<file path="src/hdl/assert_macros.svh">
// Assertion macros shared by the RTL.
// Define NO_ASSERTIONS to compile them out.
`ifndef ASSERT_MACROS_SVH
`define ASSERT_MACROS_SVH

`ifndef NO_ASSERTIONS

// Check that a condition implies another in the same cycle.
`define ASSERT_IMPLY(label, clk, rst_n, cond, expr) \
	label: assert property (@(posedge clk) disable iff (!rst_n) (cond) |-> (expr)) \
		else $error("assertion failed");

// Check that a condition implies another in the next cycle.
`define ASSERT_NEXT(label, clk, rst_n, cond, expr) \
	label: assert property (@(posedge clk) disable iff (!rst_n) (cond) |=> (expr)) \
		else $error("assertion failed");

`else

`define ASSERT_IMPLY(label, clk, rst_n, cond, expr)
`define ASSERT_NEXT(label, clk, rst_n, cond, expr)

`endif

`endif

</file>
<file path="src/hdl/slt_pkg.sv">
package slt_pkg;

	// Sizing
	localparam int OFFSET_BITS     = 32;
	localparam int MAX_KEYWORD_LEN = 9;
	localparam int KW_IDX_W        = $clog2(MAX_KEYWORD_LEN);
	localparam int KW_LEN_W        = $clog2(MAX_KEYWORD_LEN + 1);

	// Token kinds
	localparam logic [4:0] KIND_EOF     = 5'd0;
	localparam logic [4:0] KIND_INT     = 5'd1;
	localparam logic [4:0] KIND_WORD    = 5'd2;
	localparam logic [4:0] KIND_STRING  = 5'd3;
	localparam logic [4:0] KIND_KW_BASE = 5'd4;

	// Keyword table; text is right-aligned, first character in the highest used byte
	localparam int KW_COUNT    = 21;
	localparam int KW_TEXT_LEN = 9;

	localparam logic [8*KW_TEXT_LEN-1:0] KW_TEXT [KW_COUNT] = '{
		"if", "if*", "else", "end", "while", "do", "include", "memory", "proc",
		"const", "offset", "reset", "assert", "in", "--", "inline", "here",
		"addr-of", "call-like", "let", "peek"
	};

	localparam int KW_LEN [KW_COUNT] = '{
		2, 3, 4, 3, 5, 2, 7, 6, 4, 5, 6, 5, 6, 2, 2, 6, 4, 7, 9, 3, 4
	};

	// Result FIFO sizing
	localparam int RES_DEPTH = 4;
	localparam int RES_PTR_W = $clog2(RES_DEPTH);
	localparam int RES_CNT_W = $clog2(RES_DEPTH + 1);

	typedef struct packed {
		logic [4:0]         kind;
		logic signed [63:0] value;
		logic [31:0]        start;
		logic [31:0]        length;
		logic               last;
	} res_t;

	// Results produced by one accepted item
	typedef struct packed {
		logic [1:0] n;
		res_t       r0;
		res_t       r1;
	} push_t;

endpackage

</file>
<file path="src/hdl/slt_if.sv">
interface slt_in_if;
	logic       valid;
	logic       ready;
	logic [7:0] ch;
	logic       end_of_source;

	modport source (output valid, output ch, output end_of_source, input ready);
	modport sink (input valid, input ch, input end_of_source, output ready);
endinterface

interface slt_out_if;
	logic               valid;
	logic               ready;
	logic [4:0]         token_kind;
	logic signed [63:0] int_value;
	logic [31:0]        start_offset;
	logic [31:0]        token_length;
	logic               last;

	modport source (output valid, output token_kind, output int_value,
		output start_offset, output token_length, output last, input ready);
	modport sink (input valid, input token_kind, input int_value,
		input start_offset, input token_length, input last, output ready);
endinterface

</file>
<file path="src/hdl/slt_kw_match.sv">
module slt_kw_match (
	input  logic [7:0]                      kw_buf [slt_pkg::MAX_KEYWORD_LEN],
	input  logic [slt_pkg::OFFSET_BITS-1:0] len,
	input  logic                            too_long,
	output logic [4:0]                      kind
);

	logic [slt_pkg::KW_LEN_W-1:0] len_short;

	assign len_short = len[slt_pkg::KW_LEN_W-1:0];

	// Compare the buffered bytes against every keyword in parallel
	always_comb begin
		logic hit;
		int   idx;
		hit  = 1'b0;
		idx  = 0;
		kind = slt_pkg::KIND_WORD;
		if (!too_long &&
		    len <= slt_pkg::OFFSET_BITS'(slt_pkg::MAX_KEYWORD_LEN)) begin
			for (int i = slt_pkg::KW_COUNT - 1; i >= 0; i--) begin
				hit = (len_short == slt_pkg::KW_LEN_W'(slt_pkg::KW_LEN[i]));
				for (int j = 0; j < slt_pkg::KW_TEXT_LEN; j++) begin
					if (j < slt_pkg::KW_LEN[i]) begin
						idx = slt_pkg::KW_LEN[i] - 1 - j;
						if (kw_buf[j] != slt_pkg::KW_TEXT[i][8*idx +: 8])
							hit = 1'b0;
					end
				end
				// lowest index wins, so scan downward
				if (hit)
					kind = slt_pkg::KIND_KW_BASE + 5'(i);
			end
		end
	end

endmodule

</file>
<file path="src/hdl/slt_lexer.sv">
module slt_lexer (
	input  logic           clk,
	input  logic           arst_n,
	slt_in_if.sink         src,
	input  logic           room,
	output slt_pkg::push_t push
);

	localparam int OB = slt_pkg::OFFSET_BITS;
	localparam int ML = slt_pkg::MAX_KEYWORD_LEN;

	localparam logic [7:0] CH_SLASH = 8'h2F;
	localparam logic [7:0] CH_MINUS = 8'h2D;
	localparam logic [7:0] CH_QUOTE = 8'h22;
	localparam logic [7:0] CH_ZERO  = 8'h30;
	localparam logic [7:0] CH_NINE  = 8'h39;
	localparam logic [7:0] CH_LF    = 8'h0A;

	typedef enum logic [3:0] {
		PH_IDLE    = 4'b0001,
		PH_SLASH   = 4'b0010,
		PH_COMMENT = 4'b0100,
		PH_TOKEN   = 4'b1000
	} phase_t;

	typedef enum logic [1:0] {
		CL_INT   = 2'd0,
		CL_WORD  = 2'd1,
		CL_MINUS = 2'd2
	} class_t;

	phase_t        phase_q, phase_d;
	class_t        class_q, class_d;
	logic [63:0]   acc_q, acc_d;
	logic          neg_q, neg_d;
	logic [OB-1:0] pos_q, pos_d;
	logic [OB-1:0] start_q, start_d;
	logic          long_q, long_d;
	logic [7:0]    kw_buf_q [ML];

	logic                        buf_we;
	logic [slt_pkg::KW_IDX_W-1:0] buf_idx;

	logic          fire;
	logic [7:0]    b;
	logic          is_bnd, is_digit;
	logic [63:0]   digit;
	logic [OB-1:0] len;
	logic [4:0]    kw_kind;
	slt_pkg::res_t cur_res, eof_res, str_res;

	function automatic logic [31:0] off32(logic [OB-1:0] v);
		logic [63:0] w;
		w = 64'(v);
		return w[31:0];
	endfunction

	assign fire      = src.valid && src.ready;
	assign src.ready = room;
	assign b         = src.ch;
	assign len       = pos_q - start_q;
	assign digit     = 64'(b - CH_ZERO);

	always_comb begin
		is_bnd   = b inside {8'h20, 8'h09, 8'h0B, 8'h0D, 8'h0A, 8'h00};
		is_digit = b inside {[CH_ZERO:CH_NINE]};
	end

	slt_kw_match u_kw_match (
		.kw_buf   (kw_buf_q),
		.len      (len),
		.too_long (long_q),
		.kind     (kw_kind)
	);

	// Build the candidate results from the current state
	always_comb begin
		cur_res.kind   = (class_q == CL_INT) ? slt_pkg::KIND_INT : kw_kind;
		cur_res.value  = (class_q != CL_INT) ? 64'sd0 :
		                 neg_q ? $signed(64'd0 - acc_q) : $signed(acc_q);
		cur_res.start  = off32(start_q);
		cur_res.length = off32(len);
		cur_res.last   = 1'b0;

		eof_res.kind   = slt_pkg::KIND_EOF;
		eof_res.value  = 64'sd0;
		eof_res.start  = off32(pos_q);
		eof_res.length = 32'd0;
		eof_res.last   = 1'b1;

		str_res.kind   = slt_pkg::KIND_STRING;
		str_res.value  = 64'sd0;
		str_res.start  = off32(pos_q);
		str_res.length = 32'd1;
		str_res.last   = 1'b1;
	end

	// Advance the scanner for one accepted item
	always_comb begin
		phase_d = phase_q;
		class_d = class_q;
		acc_d   = acc_q;
		neg_d   = neg_q;
		pos_d   = pos_q + OB'(1);
		start_d = start_q;
		long_d  = long_q;
		buf_we  = 1'b0;
		buf_idx = '0;
		push    = '0;

		if (src.end_of_source) begin
			// flush any open token, then report end and restart
			if (phase_q == PH_TOKEN || phase_q == PH_SLASH) begin
				push.n  = 2'd2;
				push.r0 = cur_res;
				push.r1 = eof_res;
			end else begin
				push.n  = 2'd1;
				push.r0 = eof_res;
			end
			phase_d = PH_IDLE;
			class_d = CL_INT;
			acc_d   = '0;
			neg_d   = 1'b0;
			pos_d   = '0;
			start_d = '0;
			long_d  = 1'b0;
		end else begin
			case (phase_q)
				PH_COMMENT: begin
					if (b == CH_LF)
						phase_d = PH_IDLE;
				end
				PH_IDLE: begin
					if (is_bnd) begin
						phase_d = PH_IDLE;
					end else if (b == CH_QUOTE) begin
						push.n  = 2'd1;
						push.r0 = str_res;
					end else begin
						// open a new token
						start_d = pos_q;
						long_d  = 1'b0;
						neg_d   = 1'b0;
						acc_d   = '0;
						buf_we  = 1'b1;
						if (b == CH_SLASH) begin
							class_d = CL_WORD;
							phase_d = PH_SLASH;
						end else if (is_digit) begin
							class_d = CL_INT;
							acc_d   = digit;
							phase_d = PH_TOKEN;
						end else if (b == CH_MINUS) begin
							class_d = CL_MINUS;
							neg_d   = 1'b1;
							phase_d = PH_TOKEN;
						end else begin
							class_d = CL_WORD;
							phase_d = PH_TOKEN;
						end
					end
				end
				PH_SLASH, PH_TOKEN: begin
					if (phase_q == PH_SLASH && b == CH_SLASH) begin
						phase_d = PH_COMMENT;
					end else if (is_bnd) begin
						push.n       = 2'd1;
						push.r0      = cur_res;
						push.r0.last = 1'b1;
						phase_d      = PH_IDLE;
					end else begin
						phase_d = PH_TOKEN;
						// append to the keyword buffer while it still fits
						if (!long_q && len < OB'(ML)) begin
							buf_we  = 1'b1;
							buf_idx = len[slt_pkg::KW_IDX_W-1:0];
						end else begin
							long_d = 1'b1;
						end
						case (class_q)
							CL_INT: begin
								if (is_digit)
									acc_d = (acc_q << 3) + (acc_q << 1) + digit;
								else
									class_d = CL_WORD;
							end
							CL_MINUS: begin
								if (is_digit) begin
									class_d = CL_INT;
									acc_d   = digit;
								end else begin
									class_d = CL_WORD;
								end
							end
							default: class_d = class_q;
						endcase
					end
				end
				default: phase_d = PH_IDLE;
			endcase
		end

		if (!fire)
			push.n = 2'd0;
	end

	// Hold scanner state
	always_ff @(posedge clk or negedge arst_n) begin
		if (!arst_n) begin
			phase_q <= PH_IDLE;
			class_q <= CL_INT;
			acc_q   <= '0;
			neg_q   <= 1'b0;
			pos_q   <= '0;
			start_q <= '0;
			long_q  <= 1'b0;
		end else if (fire) begin
			phase_q <= phase_d;
			class_q <= class_d;
			acc_q   <= acc_d;
			neg_q   <= neg_d;
			pos_q   <= pos_d;
			start_q <= start_d;
			long_q  <= long_d;
		end
	end

	// Store token bytes for the keyword compare
	always_ff @(posedge clk) begin
		if (fire && buf_we)
			kw_buf_q[buf_idx] <= b;
	end

endmodule

</file>
<file path="src/hdl/slt_res_fifo.sv">
module slt_res_fifo (
	input  logic           clk,
	input  logic           arst_n,
	input  slt_pkg::push_t push,
	output logic           room,
	slt_out_if.source      tok
);

	localparam int PW = slt_pkg::RES_PTR_W;
	localparam int CW = slt_pkg::RES_CNT_W;

	slt_pkg::res_t mem_q [slt_pkg::RES_DEPTH];
	logic [PW-1:0] wr_q, rd_q;
	logic [CW-1:0] cnt_q;
	logic          pop;
	slt_pkg::res_t head;

	// Leave space for the two results an end marker can produce
	assign room = cnt_q <= CW'(slt_pkg::RES_DEPTH - 2);
	assign pop  = tok.valid && tok.ready;
	assign head = mem_q[rd_q];

	assign tok.valid        = cnt_q != '0;
	assign tok.token_kind   = head.kind;
	assign tok.int_value    = head.value;
	assign tok.start_offset = head.start;
	assign tok.token_length = head.length;
	assign tok.last         = head.last;

	// Advance pointers and occupancy
	always_ff @(posedge clk or negedge arst_n) begin
		if (!arst_n) begin
			wr_q  <= '0;
			rd_q  <= '0;
			cnt_q <= '0;
		end else begin
			wr_q  <= wr_q + PW'(push.n);
			rd_q  <= rd_q + PW'(pop);
			cnt_q <= cnt_q + CW'(push.n) - CW'(pop);
		end
	end

	// Write up to two results per cycle
	always_ff @(posedge clk) begin
		if (push.n != 2'd0)
			mem_q[wr_q] <= push.r0;
		if (push.n == 2'd2)
			mem_q[wr_q + PW'(1)] <= push.r1;
	end

endmodule

</file>
<file path="src/hdl/stack_language_tokenizer.sv">
// Channel  Dir  Payload                                                   Handshake
// src      in   ch[7:0], end_of_source                                    valid/ready
// tok      out  token_kind[4:0], int_value[63:0], start_offset[31:0],     valid/ready
//               token_length[31:0], last
//
// One source byte is taken per cycle while src.ready is high; its results enter a
// four-entry result FIFO the same cycle and can appear at tok on the next cycle.
// An end marker yields up to two results; src.ready drops while fewer than two FIFO
// entries are free, so a stalled tok side backs up into src after a few items.
// Reset clears the scanner and the FIFO; no clearing pass is needed.
`include "assert_macros.svh"

module stack_language_tokenizer (
	input  logic      clk,
	input  logic      arst_n,
	slt_in_if.sink    src,
	slt_out_if.source tok
);

	slt_pkg::push_t push;
	logic           room;

	slt_lexer u_lexer (
		.clk    (clk),
		.arst_n (arst_n),
		.src    (src),
		.room   (room),
		.push   (push)
	);

	slt_res_fifo u_res_fifo (
		.clk    (clk),
		.arst_n (arst_n),
		.push   (push),
		.room   (room),
		.tok    (tok)
	);

	// An end marker always leaves an EOF waiting
	`ASSERT_NEXT(a_eof_follows_end, clk, arst_n, src.valid && src.ready && src.end_of_source, tok.valid)
	// EOF closes the results of its item and has no length
	`ASSERT_IMPLY(a_eof_last, clk, arst_n, tok.valid && tok.token_kind == slt_pkg::KIND_EOF, tok.last && tok.token_length == 32'd0)
	// Only int tokens carry a value
	`ASSERT_IMPLY(a_value_zero, clk, arst_n, tok.valid && tok.token_kind != slt_pkg::KIND_INT, tok.int_value == 64'sd0)
	// The FIFO never accepts an item without room for its results
	`ASSERT_IMPLY(a_push_room, clk, arst_n, push.n != 2'd0, room)

endmodule

</file>
<file path="src/flat_wrapper.sv">
// flat-port wrapper written by rule: the top's interface ports become plain ports
module stack_language_tokenizer_flat 
  (clk, arst_n, src_valid, src_ch, src_end_of_source, src_ready, tok_valid, tok_token_kind, tok_int_value, tok_start_offset, tok_token_length, tok_last, tok_ready);
  slt_in_if src_i ();
  slt_out_if tok_i ();
  input  logic clk;
  input  logic arst_n;
  input wire logic [$bits(src_i.valid)-1:0] src_valid;
  input wire logic [$bits(src_i.ch)-1:0] src_ch;
  input wire logic [$bits(src_i.end_of_source)-1:0] src_end_of_source;
  output wire logic [$bits(src_i.ready)-1:0] src_ready;
  output wire logic [$bits(tok_i.valid)-1:0] tok_valid;
  output wire logic [$bits(tok_i.token_kind)-1:0] tok_token_kind;
  output wire logic [$bits(tok_i.int_value)-1:0] tok_int_value;
  output wire logic [$bits(tok_i.start_offset)-1:0] tok_start_offset;
  output wire logic [$bits(tok_i.token_length)-1:0] tok_token_length;
  output wire logic [$bits(tok_i.last)-1:0] tok_last;
  input wire logic [$bits(tok_i.ready)-1:0] tok_ready;
  assign src_i.valid = src_valid;
  assign src_i.ch = src_ch;
  assign src_i.end_of_source = src_end_of_source;
  assign src_ready = src_i.ready;
  assign tok_valid = tok_i.valid;
  assign tok_token_kind = tok_i.token_kind;
  assign tok_int_value = tok_i.int_value;
  assign tok_start_offset = tok_i.start_offset;
  assign tok_token_length = tok_i.token_length;
  assign tok_last = tok_i.last;
  assign tok_i.ready = tok_ready;
  stack_language_tokenizer u_core (.clk(clk), .arst_n(arst_n), .src(src_i), .tok(tok_i));
endmodule
</file>
<file path="config.mk">
export PLATFORM = sky130hd
export DESIGN_NAME = stack_language_tokenizer_flat
export DESIGN_NICKNAME = d
export VERILOG_FILES = /design/src/hdl/slt_pkg.sv /design/src/hdl/slt_if.sv /design/src/hdl/slt_kw_match.sv /design/src/hdl/slt_lexer.sv /design/src/hdl/slt_res_fifo.sv /design/src/hdl/stack_language_tokenizer.sv /design/src/flat_wrapper.sv
export VERILOG_INCLUDE_DIRS = /design/src /design/src/hdl
export SDC_FILE = /design/constraint.sdc
export NUM_CORES = 2
export LEC_CHECK = 0
export BUFFER_PORTS_ARGS = -buffer_cell sky130_fd_sc_hd__buf_4
export CORE_UTILIZATION = 45
export CTS_BUF_LIST = sky130_fd_sc_hd__clkbuf_16
export DETAILED_ROUTE_END_ITERATION = 7
export GPL_TIMING_DRIVEN = 1
export PLACE_DENSITY = 0.58
export RECOVER_POWER = 100
export REMOVE_ABC_BUFFERS = 1
export SETUP_SLACK_MARGIN = 0.05
export SLEW_MARGIN = 10
export SYNTH_ARGS = -nofsm -noshare
export SYNTH_HDL_FRONTEND = slang
export SYNTH_HIERARCHICAL = 1
export SYNTH_SLANG_ARGS = --single-unit
</file>
<file path="constraint.sdc">
create_clock -name clk -period 22.6 [get_ports clk]
set_clock_uncertainty 0.1 [all_clocks]
set_input_delay 1.13 -clock clk [delete_from_list [all_inputs] [get_ports clk]]
set_output_delay 1.13 -clock clk [all_outputs]
set_load 0.03 [all_outputs]
</file>
==> impl_results.md <==
- Status: finished with violations
- Failing checks: max-capacitance violations, max-slew violations
- RR Startpoint: u_core/u_lexer/phase_q[3]$_DFFE_PN0P_
- RD Place Congestion: 0.907
- Inst Count DP: ~5.1k
- Tcrit/Tclk final: about 55%
- CP max FO: 96
- Initial antenna violation count: 0
- Cts bufs inserted: 85
- Rows: 118
- Seq/Total Area, Yosys: 46.2%
- Vias in the first global route: between 30k and 40k
- Leakage: 0.0203 µW
- Leading post-synthesis cells by cell area: edfxtp_1, mux2_2, dfrtp_1
- # DRC: 0
- CP Launch Type: register
- Worst EP arrival: 11140 ps
- RSZ-0062 raised after global routing: false
- Worst Setup EP: tok_start_offset[16]
- Pre-CTS setup slack: 15720 ps
- CTS Hold Bufs: 0
- DRT Pass-1 Iters: 6
- Antenna diodes: 0
- Initial Util: 45.6%
- WL final: roughly 120 mm
- R2R Setup Slk: 10810 ps
- Die Span Y: 326 µm
- Crit path required time: ~21000 ps
- Pwr/cell area: 101 nW/µm²
- Worst Reg-to-Reg Cells: 9
- Crit. End Element: output port
- I/O pin total: 149
- Synthesized instance count: 3766
- Global-route wire length before repair: 188 mm
- Total number of vias: roughly 31k
- Final Hold Fails: 0
- YS warnings: 6
- Ys async rst share: 19.0%
- RR Endpoint: u_core/u_res_fifo/mem_q[0][16]$_DFFE_PP_
- Hold_ws: 433 ps
- Area leader, netlist: edfxtp_1
- Htree depth: 3
- Routed wire per std cell: 23.0 µm
- Worst skew pair latency: 670 ps
- Ys flop type: edfxtp_1
- Mean Syn Cell Area: 12.6 µm²
- Non-filler instance count after layout: 5282
- Worst setup path startpoint: u_core/u_res_fifo/rd_q[0]$_DFF_PN0_
- Core Util, Final: a little under 50%
- CTS Sinks: 751
- Largest net degree at the start of global routing: between 100 and 150
- Slew margin rel.: -596%
- Overall routing resource usage: 22.6%
- Post-synth EDFFs: 608
- WS Path Type: register to output port
- Commonest cells after routing, fill and taps aside: edfxtp_1, mux2_2, nand2_1, nor2_1, mux2_1
- Post-route ant nets: 0
- Min setup slack post-route: 10230 ps
- CTS root buf: clkbuf_16
- Post-synth cell types: about 100
- Share of cells above drive strength 1: 17.8%
- Final setup violation count: 0
- Worst-path clk slew: approximately 60 ps
- PostCTS Resize Cnt: 0
- Maximum vdd drop: 0.0931 mV
- Die X: around 330 µm
- Post-synthesis register bit count: roughly 750
- Mapped cell area: 47300 µm²
- Most common cell after layout, fill and taps aside: edfxtp_1
- Global route total overflow: 0
- Fin Setup TNS: 0 ps
- Port bufs: 148
- Setup Fix Bufs, Post-CTS: 0
- Core ar.: 104000 µm²
- Worst hold path class: register to register
- Layout Area Growth over Synthesis: 6.69%
- Fmax: 80.8 MHz
- Via density per instance: 5.87
- CTS max path bufs: 3
- Hpwl dp: about 77 mm
- CTS tree: yes
- Final Max Slew Viols: 1509
- Max Cap Viol: 32
- Die ar.: roughly 110000 µm²
- Initial DRC count: about 2.6k
- Worst-margin pin slew: around 10000 ps
- Nets: 4008
- Final min period: 12370 ps
- Post-synth top area share: 38.6%
## sequential cells by signal, indices dropped and copies added, names as in the netlist
name	flops
u_core/u_lexer/acc_q	64
u_core/u_lexer/class_q	2
u_core/u_lexer/kw_buf_q	72
u_core/u_lexer/long_q	1
u_core/u_lexer/neg_q	1
u_core/u_lexer/phase_q	4
u_core/u_lexer/pos_q	32
u_core/u_lexer/start_q	32
u_core/u_res_fifo/cnt_q	3
u_core/u_res_fifo/mem_q	536
u_core/u_res_fifo/rd_q	2
u_core/u_res_fifo/wr_q	2
## cells in the mapped netlist (all sizes together), types with 46 or more instances
library cell and instances:
buf 195, nand4 54, o21ai 182, a21o 46
fa 63, nand2 246, a21oi 113, mux2 539
xnor2 59, nor2 209, dfrtp 142, nand3 48
clkbuf 128, and3 50, ha 102, inv 127
xor2 103, edfxtp 608, mux4 134
## how the worst min path moves through the flow
stage,start,to,slack [ps],cells past startpoint
2_1_floorplan,u_core/u_lexer/class_q[1]$_DFFE_PN0P_,u_core/u_lexer/class_q[1]$_DFFE_PN0P_,390,2
3_3_place_gp,u_core/u_lexer/start_q[21]$_DFFE_PN0P_,u_core/u_lexer/start_q[21]$_DFFE_PN0P_,410,1
3_5_place_dp,u_core/u_lexer/start_q[21]$_DFFE_PN0P_,u_core/u_lexer/start_q[21]$_DFFE_PN0P_,420,1
4_1_cts,arst_n,u_core/u_lexer/start_q[29]$_DFFE_PN0P_,420,1
5_1_grt,u_core/u_lexer/start_q[14]$_DFFE_PN0P_,u_core/u_lexer/start_q[14]$_DFFE_PN0P_,440,1
6_report,u_core/u_lexer/start_q[14]$_DFFE_PN0P_,u_core/u_lexer/start_q[14]$_DFFE_PN0P_,430,1
## kinds of logic after synthesis
logic type	count (synthesis)	synth area share, %
AO/OA/AOI/OAI	640	9.22
XOR/XNOR	162	3.00
adder cells (fa/ha/maj)	165	5.36
buffers and inverters	450	5.16
flip-flops	751	46.2
multiplexers	683	20.8
other	1	0.00793
AND/OR/NAND/NOR	914	10.3
## stage by stage
stage | area, µm² | total power (µW)
after floorplan | 45700 | 3190
after global placement | 49100 | 3840
after detailed placement | 49100 | 3840
after CTS | 51800 | 5210
after global routing | 50500 | 5330
final | 50500 | 5090
## layout make-up
class                      instances  area [µm²]
clock buffer                      89        2230
clock inverter                    70         484
fill                            9432       53300
inverter                         127         477
multi-input combinational       2665       22900
sequential                       751       21800
tap                             1380        1730
timing repair buffer             200         826
## report_power, final
group          switching [µW]  internal [µW]
Sequential                119           1610
Combinational            1290            711
Clock                     583            770
Total                    1990           3100
## critical path, stage by stage (launching register included)
cell and delay (ps):
dfrtp_1 2250, clkbuf_1 6410, mux4_2 1370, clkbuf_1 350
## layer usage
| metal | routed length (µm) | global-route usage (%) |
|---|---|---|
| met1 | 55300 | 31.4 |
| met2 | 58400 | 37.7 |
| met3 | 5390 | 2.61 |
| met4 | 2370 | 5.89 |
| met5 | 0 | 0 |
No activity file was read; power rests on OpenSTA's default activity.
